## config.mk

```make
export PLATFORM = sky130hd
export DESIGN_NAME = one_wire_temperature_reader
export DESIGN_NICKNAME = d
export VERILOG_FILES = /design/src/owtr_pkg.sv /design/src/owtr_cfg_regs.sv /design/src/owtr_step.sv /design/src/one_wire_temperature_reader.sv
export SDC_FILE = /design/constraint.sdc
export NUM_CORES = 1
export LEC_CHECK = 0
export ABC_CLOCK_PERIOD_IN_PS = 7300
export BUFFER_PORTS_ARGS = -buffer_cell sky130_fd_sc_hd__buf_2
export CAP_MARGIN = 20
export CORE_MARGIN = 2
export CORE_UTILIZATION = 45
export CTS_CLUSTER_DIAMETER = 100
export DETAILED_ROUTE_END_ITERATION = 8
export SYNTH_ARGS = -nofsm -noshare
export SYNTH_HDL_FRONTEND = slang
export SYNTH_HIERARCHICAL = 1
export SYNTH_SLANG_ARGS = --single-unit
export TNS_END_PERCENT = 100
```

## constraint.sdc

```tcl
create_clock -name clk_i -period 7.3 [get_ports clk_i]
set_input_delay 0.73 -clock clk_i [delete_from_list [all_inputs] [get_ports clk_i]]
set_output_delay 0.73 -clock clk_i [all_outputs]
set_load 0.02 [all_outputs]
```

## src/owtr_pkg.sv

```systemverilog
// shared types, codes and sequencing helpers for the one-wire temperature reader
package owtr_pkg;

  // bus phases, one-hot
  typedef enum logic [10:0] {
    PH_IDLE     = 11'b000_0000_0001,
    PH_RST_LOW  = 11'b000_0000_0010,
    PH_RST_WAIT = 11'b000_0000_0100,
    PH_RST_TAIL = 11'b000_0000_1000,
    PH_W_START  = 11'b000_0001_0000,
    PH_W_HOLD   = 11'b000_0010_0000,
    PH_W_REC    = 11'b000_0100_0000,
    PH_BYTE_REC = 11'b000_1000_0000,
    PH_R_START  = 11'b001_0000_0000,
    PH_R_WAIT   = 11'b010_0000_0000,
    PH_R_GAP    = 11'b100_0000_0000
  } phase_e;

  // configuration register indexes
  typedef enum logic [2:0] {
    CFG_RESET_LOW     = 3'd0,
    CFG_PRESENCE_WAIT = 3'd1,
    CFG_RESET_TAIL    = 3'd2,
    CFG_WRITE_SLOT    = 3'd3,
    CFG_READ_SAMPLE   = 3'd4,
    CFG_READ_GAP      = 3'd5,
    CFG_BYTE_RECOVERY = 3'd6
  } cfg_idx_e;

  localparam int unsigned CfgDataW = 10;

  // sequence steps
  localparam logic [3:0] STEP_RESET_CONV  = 4'd0;
  localparam logic [3:0] STEP_SKIP_CONV   = 4'd1;
  localparam logic [3:0] STEP_CONVERT     = 4'd2;
  localparam logic [3:0] STEP_POLL        = 4'd3;
  localparam logic [3:0] STEP_RESET_READ  = 4'd4;
  localparam logic [3:0] STEP_SKIP_READ   = 4'd5;
  localparam logic [3:0] STEP_READ_CMD    = 4'd6;
  localparam logic [3:0] STEP_READ_LSB    = 4'd7;
  localparam logic [3:0] STEP_READ_MSB    = 4'd8;

  // sensor command bytes
  localparam logic [7:0] CMD_SKIP_ROM     = 8'hCC;
  localparam logic [7:0] CMD_CONVERT      = 8'h44;
  localparam logic [7:0] CMD_READ_SCRATCH = 8'hBE;
  localparam logic [7:0] BYTE_ALL_ONES    = 8'hFF;

  // register reset values
  localparam logic [9:0] RST_RESET_LOW     = 10'd478;
  localparam logic [7:0] RST_PRESENCE_WAIT = 8'd54;
  localparam logic [9:0] RST_RESET_TAIL    = 10'd423;
  localparam logic [7:0] RST_WRITE_SLOT    = 8'd58;
  localparam logic [5:0] RST_READ_SAMPLE   = 6'd10;
  localparam logic [7:0] RST_READ_GAP      = 8'd45;
  localparam logic [7:0] RST_BYTE_RECOVERY = 8'd98;

  typedef struct packed {
    logic [9:0] reset_low_us;
    logic [7:0] presence_wait_us;
    logic [9:0] reset_tail_us;
    logic [7:0] write_slot_us;
    logic [5:0] read_sample_us;
    logic [7:0] read_gap_us;
    logic [7:0] byte_recovery_us;
  } cfg_t;

  // sequencer state apart from the microsecond counter
  typedef struct packed {
    phase_e      phase;
    logic [2:0]  bit_idx;
    logic [7:0]  shift_byte;
    logic [3:0]  seq_step;
    logic [7:0]  low_byte;
    logic [15:0] temp_word;
    logic        presence;
  } state_t;

  // one result beat
  typedef struct packed {
    logic        presence_seen;
    logic [15:0] temperature;
    logic        done_res;
    logic        busy_res;
    logic        drive_low;
  } res_t;

  typedef struct packed {
    logic [3:0] seq_step;
    logic [7:0] shift_byte;
    phase_e     phase;
  } step_entry_t;

  // entry into a sequence step: byte to send and first phase
  function automatic step_entry_t begin_step(logic [3:0] s, logic [7:0] cur_shift);
    step_entry_t e;
    e.seq_step   = s;
    e.shift_byte = 8'h00;
    e.phase      = PH_IDLE;
    case (s)
      STEP_RESET_CONV, STEP_RESET_READ: begin
        e.phase = PH_RST_LOW;
      end
      STEP_SKIP_CONV, STEP_SKIP_READ: begin
        e.shift_byte = CMD_SKIP_ROM;
        e.phase      = PH_W_START;
      end
      STEP_CONVERT: begin
        e.shift_byte = CMD_CONVERT;
        e.phase      = PH_W_START;
      end
      STEP_READ_CMD: begin
        e.shift_byte = CMD_READ_SCRATCH;
        e.phase      = PH_W_START;
      end
      STEP_POLL, STEP_READ_LSB, STEP_READ_MSB: begin
        e.phase = PH_R_START;
      end
      default: begin
        // step outside the sequence: back to idle, byte kept
        e.seq_step   = STEP_RESET_CONV;
        e.shift_byte = cur_shift;
        e.phase      = PH_IDLE;
      end
    endcase
    return e;
  endfunction

endpackage

```

## src/owtr_cfg_regs.sv

```systemverilog
// timing register bank written through the plain configuration port
module owtr_cfg_regs
  import owtr_pkg::*;
(
  input  logic                clk_i,
  input  logic                rst_ni,
  input  logic                cfg_we_i,
  input  logic [2:0]          cfg_idx_i,
  input  logic [CfgDataW-1:0] cfg_data_i,
  output cfg_t                cfg_o
);

  cfg_t cfg_q, cfg_d;

  // decode the register index
  always_comb begin
    cfg_d = cfg_q;
    if (cfg_we_i) begin
      case (cfg_idx_e'(cfg_idx_i))
        CFG_RESET_LOW:     cfg_d.reset_low_us     = cfg_data_i[9:0];
        CFG_PRESENCE_WAIT: cfg_d.presence_wait_us = cfg_data_i[7:0];
        CFG_RESET_TAIL:    cfg_d.reset_tail_us    = cfg_data_i[9:0];
        CFG_WRITE_SLOT:    cfg_d.write_slot_us    = cfg_data_i[7:0];
        CFG_READ_SAMPLE:   cfg_d.read_sample_us   = cfg_data_i[5:0];
        CFG_READ_GAP:      cfg_d.read_gap_us      = cfg_data_i[7:0];
        CFG_BYTE_RECOVERY: cfg_d.byte_recovery_us = cfg_data_i[7:0];
        default: ;
      endcase
    end
  end

  always_ff @(posedge clk_i or negedge rst_ni) begin
    if (!rst_ni) begin
      cfg_q.reset_low_us     <= RST_RESET_LOW;
      cfg_q.presence_wait_us <= RST_PRESENCE_WAIT;
      cfg_q.reset_tail_us    <= RST_RESET_TAIL;
      cfg_q.write_slot_us    <= RST_WRITE_SLOT;
      cfg_q.read_sample_us   <= RST_READ_SAMPLE;
      cfg_q.read_gap_us      <= RST_READ_GAP;
      cfg_q.byte_recovery_us <= RST_BYTE_RECOVERY;
    end else begin
      cfg_q <= cfg_d;
    end
  end

  assign cfg_o = cfg_q;

endmodule

```

## src/owtr_step.sv

```systemverilog
// next-state and result logic for one microsecond tick of the bus sequencer
module owtr_step
  import owtr_pkg::*;
#(
  parameter int unsigned COUNTER_BITS = 10
) (
  input  cfg_t                    cfg_i,
  input  state_t                  st_i,
  input  logic [COUNTER_BITS-1:0] cnt_i,
  input  logic                    op_i,
  input  logic                    line_i,
  output state_t                  st_o,
  output logic [COUNTER_BITS-1:0] cnt_o,
  output res_t                    res_o
);

  localparam int unsigned LimW = (COUNTER_BITS + 1 > 10) ? COUNTER_BITS + 1 : 10;
  localparam logic [LimW-1:0] CntTop = LimW'(1) << COUNTER_BITS;

  always_comb begin
    state_t                  cur;
    state_t                  nxt;
    logic [COUNTER_BITS-1:0] cnt;
    logic [COUNTER_BITS-1:0] cnt_n;
    logic [9:0]              dur;
    logic [LimW-1:0]         lim;
    logic [LimW-1:0]         inc;
    logic                    last;
    logic                    drive;
    logic                    done;
    logic                    do_begin;
    logic [3:0]              begin_arg;
    step_entry_t             be;

    cur       = st_i;
    cnt       = cnt_i;
    drive     = 1'b0;
    done      = 1'b0;
    dur       = 10'd1;
    do_begin  = 1'b0;
    begin_arg = STEP_RESET_CONV;

    // start request only taken while idle
    if (cur.phase == PH_IDLE && op_i) begin
      be             = begin_step(STEP_RESET_CONV, cur.shift_byte);
      cur.seq_step   = be.seq_step;
      cur.shift_byte = be.shift_byte;
      cur.phase      = be.phase;
      cur.bit_idx    = 3'd0;
      cnt            = '0;
    end

    // drive level, duration and line sampling of the current phase
    case (cur.phase)
      PH_RST_LOW: begin
        drive = 1'b1;
        dur   = cfg_i.reset_low_us;
      end
      PH_RST_WAIT: dur = 10'(cfg_i.presence_wait_us);
      PH_RST_TAIL: begin
        dur = cfg_i.reset_tail_us;
        if (cnt == '0) cur.presence = ~line_i;
      end
      PH_W_START:  drive = 1'b1;
      PH_W_HOLD: begin
        drive = ~cur.shift_byte[0];
        dur   = 10'(cfg_i.write_slot_us);
      end
      PH_W_REC:    dur = 10'd2;
      PH_BYTE_REC: dur = 10'(cfg_i.byte_recovery_us);
      PH_R_START:  drive = 1'b1;
      PH_R_WAIT:   dur = 10'(cfg_i.read_sample_us);
      PH_R_GAP: begin
        dur = 10'(cfg_i.read_gap_us);
        if (cnt == '0) cur.shift_byte[cur.bit_idx] = cur.shift_byte[cur.bit_idx] | line_i;
      end
      default: ;
    endcase

    // clamp the duration to one tick at least and the counter span at most
    lim = (dur == 10'd0) ? LimW'(1) : LimW'(dur);
    if (lim > CntTop) lim = CntTop;
    inc  = LimW'(cnt) + LimW'(1);
    last = (inc >= lim);

    nxt   = cur;
    cnt_n = cnt;

    // phase transitions
    if (cur.phase != PH_IDLE) begin
      if (!last) begin
        cnt_n = cnt + COUNTER_BITS'(1);
      end else begin
        cnt_n = '0;
        case (cur.phase)
          PH_RST_LOW:  nxt.phase = PH_RST_WAIT;
          PH_RST_WAIT: nxt.phase = PH_RST_TAIL;
          PH_RST_TAIL: begin
            do_begin  = 1'b1;
            begin_arg = cur.seq_step + 4'd1;
          end
          PH_W_START:  nxt.phase = PH_W_HOLD;
          PH_W_HOLD:   nxt.phase = PH_W_REC;
          PH_W_REC: begin
            if (cur.bit_idx == 3'd7) begin
              nxt.phase = PH_BYTE_REC;
            end else begin
              nxt.bit_idx    = cur.bit_idx + 3'd1;
              nxt.shift_byte = cur.shift_byte >> 1;
              nxt.phase      = PH_W_START;
            end
          end
          PH_BYTE_REC: begin
            do_begin  = 1'b1;
            begin_arg = cur.seq_step + 4'd1;
          end
          PH_R_START:  nxt.phase = PH_R_WAIT;
          PH_R_WAIT:   nxt.phase = PH_R_GAP;
          PH_R_GAP: begin
            if (cur.bit_idx == 3'd7) begin
              // whole byte read
              case (cur.seq_step)
                STEP_POLL: begin
                  do_begin  = 1'b1;
                  begin_arg = (cur.shift_byte == BYTE_ALL_ONES) ? STEP_POLL
                                                                 : STEP_RESET_READ;
                end
                STEP_READ_LSB: begin
                  nxt.low_byte = cur.shift_byte;
                  do_begin     = 1'b1;
                  begin_arg    = STEP_READ_MSB;
                end
                STEP_READ_MSB: begin
                  nxt.temp_word = {cur.shift_byte, cur.low_byte};
                  nxt.seq_step  = STEP_RESET_CONV;
                  nxt.phase     = PH_IDLE;
                  done          = 1'b1;
                end
                default: begin
                  nxt.seq_step = STEP_RESET_CONV;
                  nxt.phase    = PH_IDLE;
                end
              endcase
            end else begin
              nxt.bit_idx = cur.bit_idx + 3'd1;
              nxt.phase   = PH_R_START;
            end
          end
          default: begin
            nxt.seq_step = STEP_RESET_CONV;
            nxt.phase    = PH_IDLE;
          end
        endcase
      end
    end

    // enter the next sequence step
    be = begin_step(begin_arg, cur.shift_byte);
    if (do_begin) begin
      nxt.seq_step   = be.seq_step;
      nxt.shift_byte = be.shift_byte;
      nxt.phase      = be.phase;
      nxt.bit_idx    = 3'd0;
    end

    st_o  = nxt;
    cnt_o = cnt_n;

    res_o.drive_low     = drive;
    res_o.busy_res      = (nxt.phase != PH_IDLE);
    res_o.done_res      = done;
    res_o.temperature   = nxt.temp_word;
    res_o.presence_seen = nxt.presence;
  end

endmodule

```

## src/one_wire_temperature_reader.sv

```systemverilog
// top level of the one-wire temperature reader: state, result register and handshakes

// One-wire bus master that reads a temperature sensor. Every input beat is one
// microsecond tick carrying the sampled bus level in tdata bit 0 and a start
// request in tuser; every input beat yields exactly one output beat with the
// drive level for that tick, busy and done flags, the last raw temperature word
// and the presence flag. The state is updated once per accepted tick, so a tick
// is taken every cycle unless m_axis_tready stalls the output: the step logic
// between state and result registers sets that rate, and the result register lets
// a new tick in while the previous beat is taken. Timing registers are to be
// written through the configuration port while no tick is pending; not enforced.
module one_wire_temperature_reader
  import owtr_pkg::*;
#(
  parameter int unsigned COUNTER_BITS = 10
) (
  input  logic                clk_i,
  input  logic                rst_ni,
  // configuration port
  input  logic                cfg_we_i,
  input  logic [2:0]          cfg_idx_i,
  input  logic [CfgDataW-1:0] cfg_data_i,
  // input ticks
  input  logic                s_axis_tvalid,
  output logic                s_axis_tready,
  input  logic [7:0]          s_axis_tdata,   // [0] line_level, [7:1] zero
  input  logic                s_axis_tuser,   // [0] operation
  // result beats
  output logic                m_axis_tvalid,
  input  logic                m_axis_tready,
  output logic [23:0]         m_axis_tdata    // [0] drive_low, [1] busy_res,
                                              // [2] done_res, [18:3] temperature,
                                              // [19] presence_seen, [23:20] zero
);

  cfg_t                    cfg;
  state_t                  st_q, st_d;
  logic [COUNTER_BITS-1:0] cnt_q, cnt_d;
  res_t                    res_d, res_q;
  logic                    m_valid_q;
  logic                    s_accept;

  owtr_cfg_regs u_cfg (
    .clk_i      (clk_i),
    .rst_ni     (rst_ni),
    .cfg_we_i   (cfg_we_i),
    .cfg_idx_i  (cfg_idx_i),
    .cfg_data_i (cfg_data_i),
    .cfg_o      (cfg)
  );

  owtr_step #(
    .COUNTER_BITS (COUNTER_BITS)
  ) u_step (
    .cfg_i  (cfg),
    .st_i   (st_q),
    .cnt_i  (cnt_q),
    .op_i   (s_axis_tuser),
    .line_i (s_axis_tdata[0]),
    .st_o   (st_d),
    .cnt_o  (cnt_d),
    .res_o  (res_d)
  );

  // take a tick whenever the result register is free or being emptied
  assign s_axis_tready = !m_valid_q || m_axis_tready;
  assign s_accept      = s_axis_tvalid && s_axis_tready;

  // sequencer state
  always_ff @(posedge clk_i or negedge rst_ni) begin
    if (!rst_ni) begin
      st_q.phase      <= PH_IDLE;
      st_q.bit_idx    <= 3'd0;
      st_q.shift_byte <= 8'h00;
      st_q.seq_step   <= STEP_RESET_CONV;
      st_q.low_byte   <= 8'h00;
      st_q.temp_word  <= 16'h0000;
      st_q.presence   <= 1'b0;
      cnt_q           <= '0;
    end else if (s_accept) begin
      st_q  <= st_d;
      cnt_q <= cnt_d;
    end
  end

  // result register valid
  always_ff @(posedge clk_i or negedge rst_ni) begin
    if (!rst_ni) begin
      m_valid_q <= 1'b0;
    end else if (s_accept) begin
      m_valid_q <= 1'b1;
    end else if (m_axis_tready) begin
      m_valid_q <= 1'b0;
    end
  end

  // result payload
  always_ff @(posedge clk_i) begin
    if (s_accept) begin
      res_q <= res_d;
    end
  end

  assign m_axis_tvalid = m_valid_q;
  assign m_axis_tdata  = {4'b0000, res_q.presence_seen, res_q.temperature,
                          res_q.done_res, res_q.busy_res, res_q.drive_low};

  // a done beat never reports busy
  a_done_not_busy: assert property (@(posedge clk_i) disable iff (!rst_ni)
    s_accept && res_d.done_res |-> !res_d.busy_res)
    else $error("done beat reports busy");

  // the sequencer returns to idle after a done beat
  a_done_idle: assert property (@(posedge clk_i) disable iff (!rst_ni)
    s_accept && res_d.done_res |=> st_q.phase == PH_IDLE)
    else $error("sequencer not idle after done");

  // the tick counter is clear whenever idle
  a_idle_cnt: assert property (@(posedge clk_i) disable iff (!rst_ni)
    st_q.phase == PH_IDLE |-> cnt_q == '0)
    else $error("tick counter running while idle");

  // an accepted tick always leaves a result beat pending
  a_accept_valid: assert property (@(posedge clk_i) disable iff (!rst_ni)
    s_accept |=> m_valid_q)
    else $error("accepted tick without result beat");

endmodule
```

# After elaboration in Yosys (flattened, before gate mapping)

Cells that the tools add are included.

Equal/unequal tests: 32
Reduce and logical (&&, ||, !) cells: 29
Bitwise logic cells: 3
Muxes and demuxes: 51
Add/sub/neg operators: 4
$lt $le $gt $ge: 4

Operator list:

| operator                                                | count |
|---|---|
| two-way mux 50 bit                                      | 2 |
| case mux 11 bit (9 select lines)                        | 1 |
| case mux 10 bit (8 select lines)                        | 1 |
| two-way mux 26 bit                                      | 2 |
| two-way mux 11 bit                                      | 4 |
| two-way mux 10 bit                                      | 4 |
| two-way mux 8 bit                                       | 5 |
| case mux 8 bit (4 select lines)                         | 1 |
| two-way mux 28 bit                                      | 1 |
| case mux 9 bit (3 select lines)                         | 1 |
| two-way mux 24 bit                                      | 1 |
| case mux 4 bit (2 select lines)                         | 3 |
| inequality test 11 x 1 -> 1 bit (second input constant) | 2 |
| == test 4 x 3 -> 1 bit (second input constant)          | 5 |
| zero test 10 bit                                        | 2 |
| two-way mux 4 bit                                       | 5 |
| OR reduction 9 bit                                      | 2 |
| two-way mux 16 bit                                      | 1 |
| AND reduction 2 bit                                     | 7 |
| == test 3 bit (second input constant)                   | 4 |
| == test 4 x 2 -> 1 bit (second input constant)          | 3 |
| adder 10 x 1 -> 11 bit (second input constant)          | 1 |
| == test 11 x 1 -> 1 bit (second input constant)         | 1 |
| == test 11 x 10 -> 1 bit (second input constant)        | 1 |
| 42 further kinds                                        | 63 |

Output and inout bits: 26
Flip-flop bits (word level): 140
Logic and storage cells: 144
Input bits: 27

# Longest topological paths before layout

Depth after elaboration: 22
Depth in mapped cells: 25
Mapped depth without buffers: 19

# Modules after synthesis

Netlist, hierarchy kept.

By module, submodules not included:

| module                      | instances | cells an instance | seq. area each (sq um) | area each (sq um) |
|---|---|---|---|---|
| one_wire_temperature_reader | 1         | 158               | 2153.3                 | 3198.1 |
| owtr_step                   | 1         | 460               | 0.0                    | 3032.9 |
| owtr_cfg_regs               | 1         | 128               | 1488.9                 | 2347.3 |

# Worst setup path before layout

No wires, ideal clock.

Kind: input to register
Start point: in s_axis_tuser
End point: reg st_q[12] (netlist name)
Setup slack: 2125 ps
Arrival time: 5050 ps
Path buffers: 5
Setup time: 125 ps
Data required time: 7175 ps
Stages on the path: 23
Cell sequence: and3b_1 -> nand4_1 -> clkbuf_1 -> clkbuf_1 -> nand2_1 -> inv_1 -> ha_1 -> and4_1 -> and3_1 -> nand2_1 -> xor2_1 -> nor2_1 -> ha_1 -> a2111oi_0 -> o21ai_0 -> a31o_2 -> o21ai_0 -> or3_1 -> buf_2 -> buf_2 -> mux2_2 -> buf_4 -> mux2_4

RTL lines:

| item                 | RTL line                          | text |
|---|---|---|
| start, declared      | one_wire_temperature_reader.sv:27 | `input logic s_axis_tuser,` |
| end signal, assigned | one_wire_temperature_reader.sv:81 | `st_q <= st_d;` |
| end, declared        | one_wire_temperature_reader.sv:37 | `state_t st_q, st_d;` |

==> results.json <==
{
  "cts_tree": "yes",
  "syn-cell-area_um2": 8578,
  "critPathMaxStageDelay_ns": 0.87,
  "max_slew.worst_pin.slew_ns": 0.9915,
  "grt_util_all_layers_pct": 21.06,
  "prevailing_post_synth_register_cell": "dfrtp_1",
  "violation_count_after_the_first_detailed_routing_iteration": 421,
  "grtUsageMet2_pct": 35.75,
  "cts_made_buffers": 17,
  "detailroute.via_count": 6030,
  "slew_headroom_pct": 33.73,
  "drive_above_1_share_pct": 35.25,
  "max-vdd-ir-drop_v": 0.0001683,
  "timing.final.max_slew_violations": 0,
  "period_minus_slack_ns": 5.933,
  "power_density_over_cell_area_nw_per_um2": 325.5,
  "detailed_placement_wirelength_estimate_mm": 13.93,
  "final-hold-violation-count": 0,
  "antenna_cells_inserted": 0,
  "synth.ff_latch_count": 140,
  "yosys_warnings": 6,
  "cts-root-buf": "clkbuf_16",
  "grt_most_used_layer": "met2",
  "cellLeakagePower_nw": 4.155,
  "hp-class": "in -> async",
  "effective_utilization_at_floorplan_pct": 45.86,
  "floorplan.die.width_um": 142.1,
  "worst-setup-path-type": "reg -> reg",
  "detailedRoute.firstPassIterationCount": 5,
  "most-common-layout-cells": "dfrtp_1, mux2_4, nand2_1",
  "worstSetupStartpointType": "flop",
  "antenna_violating_nets_post_route": 0,
  "detailedPlace.worstSlack_ns": 1.347,
  "route.detailed.drc": 0,
  "post_synth_inst_count": 746,
  "finalClockSkew_ns": 0.01365,
  "timing.fmax_mhz": 168.6,
  "globalRoute.totalOverflow": 0,
  "rsz_0062_raised_after_global_routing": "false",
  "async_flop_share_pct": 85.71,
  "path_depth": 15,
  "antenna_found_initial": 1,
  "cts.clk_slew.worst_paths_ns": 0.07,
  "detail_route.wirelength_mm": 20.40,
  "layout.cells.most_common": "dfrtp_1",
  "wl_per_cell_um": 20.40,
  "cts.sink_count": 140,
  "grt_pass1_wl_mm": 33.15,
  "required_ns": 7.60,
  "crit_family": "simple AND/OR/NAND/NOR gates",
  "number_of_post_cts_setup_repair_buffers": 0,
  "areaGrowthSynthToFinish_pct": 8.474,
  "drv_cap": 0,
  "cts.path.max_buffers": 2,
  "total_negative_setup_slack_ns": 0,
  "pin_count_of_the_biggest_net_entering_global_routing": 80,
  "vias_in_the_first_global_route": 6176,
  "final_nets": 795,
  "syn-mean-instance-area_um2": 11.50,
  "max_fanout_on_critical_path": 24,
  "gp_congestion": 0.8652,
  "crit_path_top_delay_cell": "nor4b_2",
  "status": "finished, final reports clean",
  "distinct_cell_type_count_after_synthesis": 83,
  "fp.dieH_um": 142.1,
  "fin_ws_ns": 1.367,
  "post_cts_hold_buffer_count": 0,
  "worstPathCellList": "or3_4, or4_4, nor4b_2, a221oi_1, nand4_1, o221ai_1, ha_1, nand2b_1, a31oi_1, o21ai_0, a31o_2, o21ai_1, or3_1, mux2_2, mux2_4",
  "rr_worst_depth": 15,
  "buffer_ports.inserted": 41,
  "synth_edf_count": 20,
  "filler_cell_count": 1649,
  "min_period_over_period_pct": 81.27,
  "floorplan.die_area_um2": 20180,
  "site_rows": 50,
  "critical_path_arrival_ns": 6.23,
  "htree_levels": 4,
  "ioPinCount": 53,
  "cts.repair.resized": 0,
  "endpoint_kind": "flop",
  "clk_latency_ns": 0.43,
  "met1_usage_pct": 27.48,
  "setup_viol_count_final": 0,
  "number_of_buffers_and_inverters_on_the_critical_path": 0,
  "grt_use_met3_pct": 3.398,
  "synth-seq-area-share_pct": 42.46,
  "routed_via_count_divided_by_cell_count": 6.030,
  "design.core.area_um2": 18710
}
metrics by stage:
step	power (mW)	utilization [%]	instance area (um^2)	cells	hold WS, ns
after CTS	3.039	49.75	9305	1000	0.3226
after detailed placement	2.187	46.72	8738	968	0.4936
final	3.029	49.75	9305	1000	0.3028
after global placement	2.161	46.72	8738	968	0.4873
after floorplan	1.880	-	8589	749	0.4344
after global routing	3.214	49.75	9305	1000	0.3334
layer usage:
metal | vias to the layer above | part of all wire, %
met2 | 167 | 50
met3 | 30 | 3.9
li1 | 2799 | -
met5 | - | 0.064
met1 | 3032 | 44
met4 | 2 | 1.9
where the power goes:
group	total, mW	switching (mW)	internal, mW
Clock	0.840	0.346	0.493
Sequential	1.04	0.0998	0.938
Combinational	1.15	0.699	0.453
Total	3.03	1.15	1.88
kinds of logic after synthesis:
| group | Yosys count | share of synthesized area, % |
|---|---|---|
| xor gates and xnor gates | 13 | 1.327 |
| adders and majority gates | 15 | 2.188 |
| muxes | 147 | 22.67 |
| other | 1 | 0.04372 |
| buffers and inverters | 77 | 5.324 |
| and+or+nand+nor | 228 | 15.27 |
| AOI/OAI and AO/OA | 125 | 10.72 |
| DFF | 140 | 42.46 |
worst paths after layout:
path | slack [ns] | from | end
setup / recovery | 1.37 | st_q[48] | st_q[5]
hold / removal | 0.30 | rst_ni | st_q[7]
setup reg to reg | 1.37 | st_q[48] | st_q[5]
hold reg to reg | 0.50 | u_cfg/cfg_o[24] | u_cfg/cfg_o[24]
max in group asynchronous | 5.62 | rst_ni | u_cfg/cfg_o[28]
min in group clk_i | 0.50 | u_cfg/cfg_o[24] | u_cfg/cfg_o[24]
cell usage after synthesis (all sizes together), types with 10 or more instances:
cell    number  area share [%]
mux2       137              21
dfrtp       89              26
nand2       64             2.9
buf         43             3.8
nor2        36             1.6
dfstp       31             9.5
o21ai       31             1.9
nand3       23             1.3
clkbuf      20            0.88
edfxtp      20             7.0
a21oi       16            0.93
ha          15             2.2
inv         14            0.61
nor3        14            0.88
or3         14             1.2
nand4       12            0.88
a222oi      10             1.2
cell type report:
| class | count | area (um^2) | share of cell area [%] |
|---|---|---|---|
| repair buffers | 48 | 260.3 | 2.797 |
| multi-input cells | 532 | 4491 | 48.26 |
| inverters | 14 | 52.55 | 0.5647 |
| clock buffers | 21 | 461.7 | 4.962 |
| clock inverters | 11 | 105.1 | 1.129 |
| flip-flops and latches | 140 | 3642 | 39.14 |
| well taps | 234 | 292.8 | 3.146 |
state kept, by name, summed over array words and instances, names as in the netlist:
register / count
u_cfg/cfg_o: 58
st_q: 51
cnt_q: 10
m_axis_tdata: 20
m_axis_tvalid: 1
worst reg2reg max path, delay by kind of cell, from the launching register on:
family | cells | cell delay, ns
adder cells (fa/ha/maj) | 1 | 0.28
AND/OR/NAND/NOR | 6 | 3.02
AO/OA/AOI/OAI | 6 | 1.33
flip-flops | 1 | 0.47
multiplexers | 2 | 0.71
Note: power is estimated with default switching activity, not from simulation.
